--- config.mk ---
export PLATFORM = sky130hd
export DESIGN_NAME = sliding_window_percent_rank_unit
export DESIGN_NICKNAME = d
export VERILOG_FILES = /design/src/design/swpr_pkg.sv /design/src/design/swpr_cell.sv /design/src/design/swpr_count.sv /design/src/design/sliding_window_percent_rank_unit.sv
export VERILOG_INCLUDE_DIRS = /design/src /design/src/design
export SDC_FILE = /design/constraint.sdc
export NUM_CORES = 2
export LEC_CHECK = 0
export BUFFER_PORTS_ARGS = -buffer_cell sky130_fd_sc_hd__buf_2
export CAP_MARGIN = 10
export CORE_MARGIN = 3
export CORE_UTILIZATION = 60
export DETAILED_ROUTE_END_ITERATION = 10
export GPL_ROUTABILITY_DRIVEN = 0
export GPL_TIMING_DRIVEN = 1
export PLACE_DENSITY_LB_ADDON = 0.08
export REMOVE_ABC_BUFFERS = 1
export SETUP_SLACK_MARGIN = 0.1
export SLEW_MARGIN = 20
export SYNTH_ARGS = -nofsm -noshare
export SYNTH_HDL_FRONTEND = slang
export SYNTH_SLANG_ARGS = --single-unit
--- constraint.sdc ---
create_clock -name clk -period 67.4 [get_ports clk]
set_input_delay 13.48 -clock clk [delete_from_list [all_inputs] [get_ports clk]]
set_output_delay 13.48 -clock clk [all_outputs]
set_load 0.01 [all_outputs]
--- src/design/sliding_window_percent_rank_unit_defines.svh ---
// Assertion macros for the sliding-window percent rank unit.
// Included by the top level; expects signals clk and rst_n in scope.
`ifndef SLIDING_WINDOW_PERCENT_RANK_UNIT_DEFINES_SVH
`define SLIDING_WINDOW_PERCENT_RANK_UNIT_DEFINES_SVH

// Consequent must hold in the same cycle as the antecedent.
`define SWPR_ASSERT_SAME(label, ante, cons, msg) \
    label: assert property (@(posedge clk) disable iff (!rst_n) (ante) |-> (cons)) \
        else $error(msg);

// Consequent must hold in the cycle after the antecedent.
`define SWPR_ASSERT_NEXT(label, ante, cons, msg) \
    label: assert property (@(posedge clk) disable iff (!rst_n) (ante) |=> (cons)) \
        else $error(msg);

`endif

--- src/design/swpr_pkg.sv ---
// Shared constants and types for the sliding-window percent rank unit.
// No dependencies; imported by every module of the block.
`default_nettype none

package swpr_pkg;

    localparam int MAX_PERIOD   = 64;
    localparam int SAMPLE_WIDTH = 32;
    localparam int PERIOD_W     = 7;
    localparam int PCT_W        = 15;
    localparam int IDX_W        = 24;
    localparam int CNT_W        = $clog2(MAX_PERIOD + 1);
    localparam int GROUP_SIZE   = 8;
    localparam int GROUP_W      = $clog2(GROUP_SIZE + 1);
    localparam int NGROUP       = (MAX_PERIOD + GROUP_SIZE - 1) / GROUP_SIZE;

    // Percent scale (100 with 8 fraction bits) and reciprocal table format.
    localparam int PCT_SCALE    = 25600;
    localparam int RECIP_SHIFT  = 17;
    localparam int RECIP_W      = 32;
    localparam int PROD_W       = CNT_W + RECIP_W;

    localparam logic [PERIOD_W-1:0] PERIOD_RESET = 7'd14;
    localparam logic [IDX_W-1:0]    IDX_MAX      = {IDX_W{1'b1}};
    localparam logic [PCT_W-1:0]    PCT_MAX      = PCT_W'(PCT_SCALE);

    // Broadcast from the top level to every cell of the window.
    typedef struct packed {
        logic                           shift_en;
        logic signed [SAMPLE_WIDTH-1:0] cur_sample;
    } swpr_cell_ctrl_t;

    // Per-item bookkeeping that travels beside the count pipeline.
    typedef struct packed {
        logic             valid;
        logic [IDX_W-1:0] sample_index;
        logic [IDX_W-1:0] result_count;
        logic [CNT_W-1:0] period;
    } swpr_meta_t;

endpackage

`default_nettype wire

--- src/design/swpr_cell.sv ---
// One window cell: holds a stored sample, passes it to the next cell on a
// shift and flags whether it is below the incoming sample. Uses swpr_pkg.
`default_nettype none

module swpr_cell (
    input  wire logic                                    clk,
    input  wire swpr_pkg::swpr_cell_ctrl_t               ctrl,
    input  wire logic                                    active,
    input  wire logic signed [swpr_pkg::SAMPLE_WIDTH-1:0] sample_in,
    output logic signed [swpr_pkg::SAMPLE_WIDTH-1:0]      sample_out,
    output logic                                         lt_flag
);
    import swpr_pkg::*;

    logic signed [SAMPLE_WIDTH-1:0] sample_reg;
    logic                           lt_reg;
    logic                           lt_next;

    // Compare the stored (older) sample against the one being ranked.
    always_comb
    begin
        lt_next = active && ($signed(sample_reg) < $signed(ctrl.cur_sample));
    end

    // On a transfer, latch the compare and take the neighbor's sample.
    always_ff @(posedge clk)
    begin
        if (ctrl.shift_en)
        begin
            sample_reg <= sample_in;
            lt_reg     <= lt_next;
        end
    end

    assign sample_out = sample_reg;
    assign lt_flag    = lt_reg;

endmodule

`default_nettype wire

--- src/design/swpr_count.sv ---
// Two-stage registered population count of the cell compare flags.
// Uses swpr_pkg for widths.
`default_nettype none

module swpr_count (
    input  wire logic                          clk,
    input  wire logic                          adv,
    input  wire logic [swpr_pkg::MAX_PERIOD-1:0] flags,
    output logic [swpr_pkg::CNT_W-1:0]          count
);
    import swpr_pkg::*;

    logic [NGROUP*GROUP_SIZE-1:0] flags_pad;
    logic [GROUP_W-1:0]           group_next [NGROUP];
    logic [GROUP_W-1:0]           group_reg  [NGROUP];
    logic [CNT_W-1:0]             count_next;
    logic [CNT_W-1:0]             count_reg;

    assign flags_pad = (NGROUP*GROUP_SIZE)'(flags);

    // First level: count each group of eight flags.
    always_comb
    begin
        for (int g = 0; g < NGROUP; g++)
        begin
            group_next[g] = '0;
            for (int b = 0; b < GROUP_SIZE; b++)
            begin
                group_next[g] = group_next[g] + GROUP_W'(flags_pad[g*GROUP_SIZE + b]);
            end
        end
    end

    // Second level: add up the group counts.
    always_comb
    begin
        count_next = '0;
        for (int g = 0; g < NGROUP; g++)
        begin
            count_next = count_next + CNT_W'(group_reg[g]);
        end
    end

    always_ff @(posedge clk)
    begin
        if (adv)
        begin
            for (int g = 0; g < NGROUP; g++)
            begin
                group_reg[g] <= group_next[g];
            end
            count_reg <= count_next;
        end
    end

    assign count = count_reg;

endmodule

`default_nettype wire

--- src/design/sliding_window_percent_rank_unit.sv ---
// Path to m_tvalid: cell compare, group count, total count, product and output registers.
// Throughput: one sample per cycle; the row of cells compares the new sample
// against every stored sample of the active window at once, and the pipeline stalls as a whole
// while a result waits on m_tready.
// Reset: counters, fill count and valid bits clear and the period returns to 14;
// the window storage is not cleared, since the fill count guards every read of it.
`default_nettype none

module sliding_window_percent_rank_unit (
    input  wire logic                         clk,
    input  wire logic                         rst_n,
    // Configuration: period register.
    input  wire logic                         period_wr_en,
    input  wire logic [swpr_pkg::PERIOD_W-1:0] period_wr_data,
    // Input stream.
    input  wire logic                         s_tvalid,
    output logic                              s_tready,
    input  wire logic [31:0]                  s_tdata,  // [31:0] sample
    input  wire logic [1:0]                   s_tuser,  // [0] start_of_series, [1] want_result
    // Result stream.
    output logic                              m_tvalid,
    input  wire logic                         m_tready,
    // [14:0] percent, [38:15] sample_index, [62:39] result_count, [63] zero
    output logic [63:0]                       m_tdata
);
    import swpr_pkg::*;

    `include "sliding_window_percent_rank_unit_defines.svh"

    // Configuration register and its clamped value.
    logic [PERIOD_W-1:0] period_reg;
    logic [CNT_W-1:0]    p_eff;

    always_ff @(posedge clk or negedge rst_n)
    begin
        if (!rst_n)
            period_reg <= PERIOD_RESET;
        else if (period_wr_en)
            period_reg <= period_wr_data;
    end

    always_comb
    begin
        if (period_reg == '0)
            p_eff = CNT_W'(1);
        else if (int'(period_reg) > MAX_PERIOD)
            p_eff = CNT_W'(MAX_PERIOD);
        else
            p_eff = CNT_W'(period_reg);
    end

    // Pipeline advance: everything moves unless a result is held back.
    logic adv;
    logic accept;

    assign adv      = !m_tvalid || m_tready;
    assign s_tready = adv;
    assign accept   = s_tvalid && s_tready;

    // Series bookkeeping, applied at each input transfer.
    logic [CNT_W-1:0] fill_reg, fill_base, fill_next;
    logic [IDX_W-1:0] series_reg, series_base, series_next;
    logic [IDX_W-1:0] results_given_reg, results_base, results_inc, results_next;
    logic             start, want, produce;

    assign start = s_tuser[0];
    assign want  = s_tuser[1];

    always_comb
    begin
        fill_base    = start ? '0 : fill_reg;
        series_base  = start ? '0 : series_reg;
        results_base = start ? '0 : results_given_reg;
        produce      = want && (fill_base >= p_eff);
        results_inc  = (results_base == IDX_MAX) ? results_base : results_base + IDX_W'(1);
        fill_next    = (fill_base == CNT_W'(MAX_PERIOD)) ? fill_base : fill_base + CNT_W'(1);
        series_next  = (series_base == IDX_MAX) ? series_base : series_base + IDX_W'(1);
        results_next = produce ? results_inc : results_base;
    end

    always_ff @(posedge clk or negedge rst_n)
    begin
        if (!rst_n)
        begin
            fill_reg          <= '0;
            series_reg        <= '0;
            results_given_reg <= '0;
        end
        else if (accept)
        begin
            fill_reg          <= fill_next;
            series_reg        <= series_next;
            results_given_reg <= results_next;
        end
    end

    // Row of cells: cell 0 holds the newest sample.
    swpr_cell_ctrl_t                cell_ctrl;
    logic signed [SAMPLE_WIDTH-1:0] chain [MAX_PERIOD+1];
    logic [MAX_PERIOD-1:0]          lt_flags;

    assign cell_ctrl.shift_en   = accept;
    assign cell_ctrl.cur_sample = $signed(s_tdata[SAMPLE_WIDTH-1:0]);
    assign chain[0]             = $signed(s_tdata[SAMPLE_WIDTH-1:0]);

    for (genvar g = 0; g < MAX_PERIOD; g++)
    begin : g_cell
        logic active;

        assign active = (CNT_W'(g) < p_eff);

        swpr_cell u_cell (
            .clk        (clk),
            .ctrl       (cell_ctrl),
            .active     (active),
            .sample_in  (chain[g]),
            .sample_out (chain[g+1]),
            .lt_flag    (lt_flags[g])
        );
    end

    // Chain tail: the oldest sample leaves the window here.
    logic signed [SAMPLE_WIDTH-1:0] tail_sample;
    assign tail_sample = chain[MAX_PERIOD];

    // Flag count, aligned with the third metadata stage.
    logic [CNT_W-1:0] rank_count;

    swpr_count u_count (
        .clk   (clk),
        .adv   (adv),
        .flags (lt_flags),
        .count (rank_count)
    );

    // Metadata stages beside the compare and count stages.
    swpr_meta_t meta_in, meta1_reg, meta2_reg, meta3_reg, meta4_reg;

    always_comb
    begin
        meta_in.valid        = accept && produce;
        meta_in.sample_index = series_base;
        meta_in.result_count = results_inc;
        meta_in.period       = p_eff;
    end

    always_ff @(posedge clk or negedge rst_n)
    begin
        if (!rst_n)
        begin
            meta1_reg <= '0;
            meta2_reg <= '0;
            meta3_reg <= '0;
            meta4_reg <= '0;
        end
        else if (adv)
        begin
            meta1_reg <= meta_in;
            meta2_reg <= meta1_reg;
            meta3_reg <= meta2_reg;
            meta4_reg <= meta3_reg;
        end
    end

    // Reciprocal table: ceil(25600 * 2^17 / p), exact floor for count <= p.
    logic [RECIP_W-1:0] recip_tab [MAX_PERIOD+1];

    for (genvar g = 0; g <= MAX_PERIOD; g++)
    begin : g_recip
        if (g == 0)
        begin : g_zero
            assign recip_tab[g] = '0;
        end
        else
        begin : g_entry
            localparam longint unsigned RecipVal =
                ((longint'(PCT_SCALE) << RECIP_SHIFT) + longint'(g) - 1) / longint'(g);
            assign recip_tab[g] = RECIP_W'(RecipVal);
        end
    end

    // Scale the count by the reciprocal of the period.
    logic [PROD_W-1:0] prod_reg;

    always_ff @(posedge clk)
    begin
        if (adv)
            prod_reg <= PROD_W'(rank_count) * PROD_W'(recip_tab[meta3_reg.period]);
    end

    // Output register.
    logic             out_valid_reg;
    logic [PCT_W-1:0] pct_reg;
    logic [IDX_W-1:0] out_index_reg;
    logic [IDX_W-1:0] out_count_reg;

    always_ff @(posedge clk or negedge rst_n)
    begin
        if (!rst_n)
            out_valid_reg <= 1'b0;
        else if (adv)
            out_valid_reg <= meta4_reg.valid;
    end

    always_ff @(posedge clk)
    begin
        if (adv)
        begin
            pct_reg       <= prod_reg[RECIP_SHIFT +: PCT_W];
            out_index_reg <= meta4_reg.sample_index;
            out_count_reg <= meta4_reg.result_count;
        end
    end

    assign m_tvalid = out_valid_reg;
    assign m_tdata  = {(tail_sample[0] & 1'b0), out_count_reg, out_index_reg, pct_reg};

    // A series can never have given more results than it has samples.
    logic count_in_bounds;
    logic fill_in_bounds;

    assign count_in_bounds = ({1'b0, out_count_reg} <= ({1'b0, out_index_reg} + (IDX_W+1)'(1)));
    assign fill_in_bounds  = (fill_reg <= CNT_W'(MAX_PERIOD));

    // Checks on the block's own bookkeeping.
    `SWPR_ASSERT_SAME(a_pct_range, out_valid_reg, (pct_reg <= PCT_MAX), "percent above 100")
    `SWPR_ASSERT_SAME(a_fill_bound, 1'b1, fill_in_bounds, "fill count overrun")
    `SWPR_ASSERT_SAME(a_count_vs_index, out_valid_reg, count_in_bounds, "count exceeds index")
    `SWPR_ASSERT_NEXT(a_result_counted, (accept && produce), (results_given_reg != '0), "not counted")

endmodule

`default_nettype wire
== Word-level counts from Yosys, hierarchy flattened ==
Memories as Yosys holds them, arrays and structs flattened.
Index checks and enable logic that the tools add are counted.
Operators by class
  add/subtract/negate cells: 66
  magnitude comparators: 131
  mux-type cells: 13
  eq/ne operators: 3
  multiply operators: 1
  reduce and logical (&&, ||, !) cells: 70
  bitwise logic cells: 1
Operators with widths (number)
  $lt A32 B32 Y1: 64
  $lt A6 B7 Y1 const A: 32
  $add A4 B1 Y4: 48
  $mux W24: 5
  $lt A5 B7 Y1 const A: 16
  $logic_and A1 B1 Y1: 67
  $mux W32: 2
  $lt A4 B7 Y1 const A: 8
  $add A24 B1 Y24 const B: 2
  $eq A24 B24 Y1 const B: 2
  $add A7 B4 Y7: 6
  $mul A7 B32 Y32: 1
  $lt A3 B7 Y1 const A: 4
  $mux W7: 4
  $add A1 B1 Y2: 8
  $lt A1 B7 Y1 const A: 2
  $lt A2 B7 Y1 const A: 2
  $ge A8 B8 Y1 const B: 1
  $not A7 Y8: 1
  $add A7 B1 Y7 const B: 1
  $eq A7 B7 Y1 const B: 1
  $ge A7 B7 Y1: 1
  $gt A7 B7 Y1 const B: 1
  $logic_not A7 Y1: 1
  4 further kinds: 5
Word-level totals
  output and inout port bits: 66
  memory bits (writable): 32
  memories: 2
  input port bits: 46
  memory bits (read-only): 4096
  logic and storage cells: 440
  register bits: 2494
Memories
  (no name shown): depth 128, bits a word 32, read ports 1, clocked after memory_dff 0, wr ports 0, line sliding_window_percent_rank_unit.sv:188  | prod_reg <= PROD_W'(rank_count) * PROD_W'(recip_tab[meta3_reg.period]);
  u_count.group_reg: depth 8, bits a word 4, read ports 8, clocked after memory_dff 0, wr ports 8, line swpr_count.sv:15  | logic [GROUP_W-1:0] group_reg [NGROUP];

== Longest topological paths before layout ==
An unclocked memory read counts as a cell.
  depth after elaboration: 8
  gate-level depth with buffers: 29
  gate-level depth less buffers: 26

== Modules after synthesis ==
A second synthesis with hierarchy kept.
Unflattened totals
  cells, all modules: 12054
  area total of the unflattened synthesis: 141331.8 um^2
By module, submodules not included
  swpr_cell: area each 1801.7 um^2, seq. area each 991.0 um^2, cells an instance 144, times used 64
  sliding_window_percent_rank_unit: area each 22695.5 um^2, seq. area each 9352.7 um^2, cells an instance 2561, times used 1
  swpr_count: area each 3325.7 um^2, seq. area each 1171.1 um^2, cells an instance 277, times used 1

== Least setup slack after synthesis ==
Ideal clock, no wire load.
  kind: input to register
  start point: input port m_tready
  end point: register results_given_reg[18]
  library setup time: 2.313 ns
  cell stages on the path: 7
  path buffers: 2
  arrival time: 72.851 ns
  data required time: 65.087 ns
  path slack: -7.763 ns
  cell sequence: nor2b_1 clkbuf_1 inv_2 nand2_1 clkinv_1 clkbuf_1 a21oi_1
On the way
  longest elaborated chain between the ends: 2
RTL lines
  from (decl): line sliding_window_percent_rank_unit.sv:22  | input wire logic m_tready,
  $logic_or A1 B1 Y1: line sliding_window_percent_rank_unit.sv:56  | assign adv = !m_tvalid || m_tready;
  $logic_and A1 B1 Y1: line sliding_window_percent_rank_unit.sv:58  | assign accept = s_tvalid && s_tready;
  via accept: line sliding_window_percent_rank_unit.sv:54  | logic accept;
  to (signal assigned): line sliding_window_percent_rank_unit.sv:93  | results_given_reg <= results_next;
  to (decl): line sliding_window_percent_rank_unit.sv:63  | logic [IDX_W-1:0] results_given_reg, results_base, results_inc, results_next;
The timed path passes the listed nets, and every way through them passes these cells.
A chain may end at the register's enable or synchronous reset.

== Worst setup path after layout ==
  start point: input port m_tready
  end point: output port s_tready
On the way
  longest elaborated chain between the ends: 1
RTL lines
  $logic_or A1 B1 Y1: line sliding_window_percent_rank_unit.sv:56
  to (decl): line sliding_window_percent_rank_unit.sv:17  | output logic s_tready,
Every way passes these cells.

==> flow_summary.json <==
{
  "status": "complete, but fails checks",
  "violations": "design-rule violations",
  "cp.required_ns": 53.92,
  "layout_common_cells": "edfxtp_1 (2,229), ha_1 (2,084), nand2_1 (895), a21oi_1 (579), a21o_1 (527)",
  "clk_latency_ns": 0.91,
  "reg2reg_depth": 25,
  "ys_seq_area_share_pct": 55.9,
  "grt_max_degree": 231,
  "dp_hpwl_microns": 210000,
  "grt_pass1_wl_microns": 468000,
  "setup_ws_ns": 39.61,
  "period_needed_ns": 27.79,
  "ys_ff_latch": 2509,
  "clk_path_buf_depth": 4,
  "worst_path_max_delay_cell": "inv_8",
  "synth_top_flop_cell": "edfxtp_1",
  "first_global_vias": 85900,
  "fin_nets": 12600,
  "hold_buffers": 0,
  "antenna_left": 0,
  "design_area_sq_um": 145000,
  "fmax_ghz": 0.0360,
  "ios": 112,
  "cts_tree": "yes",
  "ff2ff_setup_slack_ns": 58.17,
  "yosys_warnings": 0,
  "tightest_slew_ns": 1.10,
  "place_ws_ns": 39.61,
  "grt_antenna_before_repair": 5,
  "largest_reg_flops": 2048,
  "cts_setup_buffers": 0,
  "routed_wl_microns": 296000,
  "io_buffers": 110,
  "htree_num_levels": 5,
  "path_cells": "buf_2, nor2b_4, inv_8, buf_2",
  "r2r_end": "prod_reg[30]",
  "avgSynthCellArea_sq_um": 13.3,
  "hold_viol_final": 0,
  "reg2reg_from": "meta3_reg[2]",
  "maxSlewViolCount": 0,
  "cp-endpoint": "s_tready",
  "power-per-cell-area_nw_per_um2": 35.1,
  "cpPeakStageDelay_ns": 0.35,
  "path_clk_slew_ns": 0.06,
  "timing.critical_path.mode_cell": "buf_2",
  "final_core_util_pct": 66.6,
  "rsz0062_at_grt": "false",
  "cts_inserted_buffers": 284,
  "grt_usage_pct": 26.3,
  "drc": 1,
  "timing.max_cap.violations": 0,
  "final_layout_size_suffix_gt1_share_pct": 6.65,
  "critical_path.startpoint": "m_tready",
  "die_w_microns": 475,
  "synth_cell_types": 89,
  "setup_violations": 0,
  "vias": 82200,
  "core_sq_um": 218000,
  "path_max_fanout": 81,
  "area_growth_pct": 9.91,
  "synthArstFlopShare_pct": 11.2,
  "power.total_mw": 5.11,
  "start_kind": "input pin",
  "fillers": 15500,
  "die_area_sq_um": 226000,
  "wl_per_cell_microns": 22.2,
  "crit_path_end_kind": "output pin",
  "initial_utilization_pct": 60.6,
  "finalClockSkew_ns": 0.0732,
  "detail_route.first_pass.iterations": 11,
  "grt.overflow.total": 0,
  "stdcell_count": 13300,
  "die_h_microns": 475,
  "vias_per_cell": 6.16,
  "min_path_type": "reg -> reg",
  "period_share_pct": 41.2,
  "leakage_nw": 62.0,
  "ctsResizeCount": 0,
  "cts_sinks": 2509,
  "dp_cells": 12900,
  "crit_type": "in -> out",
  "tns_ns": 0,
  "drtIter0Drc": 6907,
  "netlist_area_sq_um": 132000,
  "timing.hold.ws_ns": 0.405,
  "relSlewSlack_pct": 26.9,
  "rows": 171,
  "layout_commonest_cell": "edfxtp_1",
  "synth_edf_count": 2229,
  "synthCells": 9941,
  "cp_data_arrival_time_ns": 14.31,
  "cts-root-buf": "clkbuf_16",
  "placed_area_sq_um": 137000,
  "vdd_drop_max_mv": 0.0849
}
[worst max-delay path: cells and delay by family]
family	cells	cell delay, ns
buf+inv	3	0.72
simple gates	1	0.06
[where the power goes]
part	switching (mW)	internal [mW]	total, mW
Sequential	0.112	2.00	2.11
Combinational	0.925	0.629	1.55
Clock	0.605	0.838	1.44
Total	1.64	3.46	5.11
[per-layer routing]
layer | vias to the layer above | GRT usage, % | part of all wire, % | wire length, microns
met3 | 704 | 3.99 | 5.2 | 15500
li1 | 38800 | - | - | -
met2 | 2131 | 45.3 | 50 | 147000
met5 | - | 0 | 0.046 | 136
met1 | 40600 | 33.8 | 41 | 122000
met4 | 6 | 9.79 | 4.0 | 11800
[kinds of logic after synthesis]
logic type                 Yosys count  synth area share, %
and+or+nand+nor                   2479                 9.48
buffers and inverters              500                 1.44
other                                1              0.00284
AOI/OAI and AO/OA                 2082                 9.94
DFF                               2509                 55.9
adders and majority gates         2266                 22.5
muxes                               20                0.171
xor gates and xnor gates            84                0.577
[synth_stat cells, types with 106 or more instances]
master | instances | area share (%)
ha_1 | 2084 | 20
inv_1 | 335 | 0.95
nand3_1 | 106 | 0.40
and2_1 | 143 | 0.68
o21ai_0 | 513 | 1.9
a21o_1 | 527 | 3.0
nand4_1 | 303 | 1.4
clkbuf_1 | 131 | 0.37
nor2_1 | 286 | 0.81
fa_1 | 182 | 2.8
nor3_1 | 116 | 0.44
nor2b_1 | 226 | 1.1
dfrtp_1 | 277 | 5.2
a21oi_1 | 579 | 2.2
edfxtp_1 | 2229 | 51
nand2b_1 | 167 | 0.79
nand2_1 | 896 | 2.5
[how the worst min path moves through the flow]
stage / startpoint / slack, ns / cells after the start / endpoint
final: prod_reg[17] / 0.40 / 0 / pct_reg[0]
after global routing: prod_reg[17] / 0.41 / 0 / pct_reg[0]
after CTS: prod_reg[17] / 0.40 / 0 / pct_reg[0]
after detailed placement: prod_reg[19] / 0.40 / 0 / pct_reg[2]
after global placement: prod_reg[26] / 0.41 / 0 / pct_reg[9]
after floorplan: prod_reg[17] / 0.40 / 0 / pct_reg[0]
[layout make-up]
class	instances	area (sq um)	share of cell area [%]
Sequential cell	2509	73900	50.9
Multi-Input combinational cell	6932	56400	38.8
Clock buffer	353	7510	5.17
Tap cell	2854	3570	2.46
Timing Repair Buffer	236	1670	1.15
Inverter	340	1290	0.888
Clock inverter	119	918	0.632
Antenna cell	6	15.0	0.0103
No activity file was read; power rests on OpenSTA's default activity.
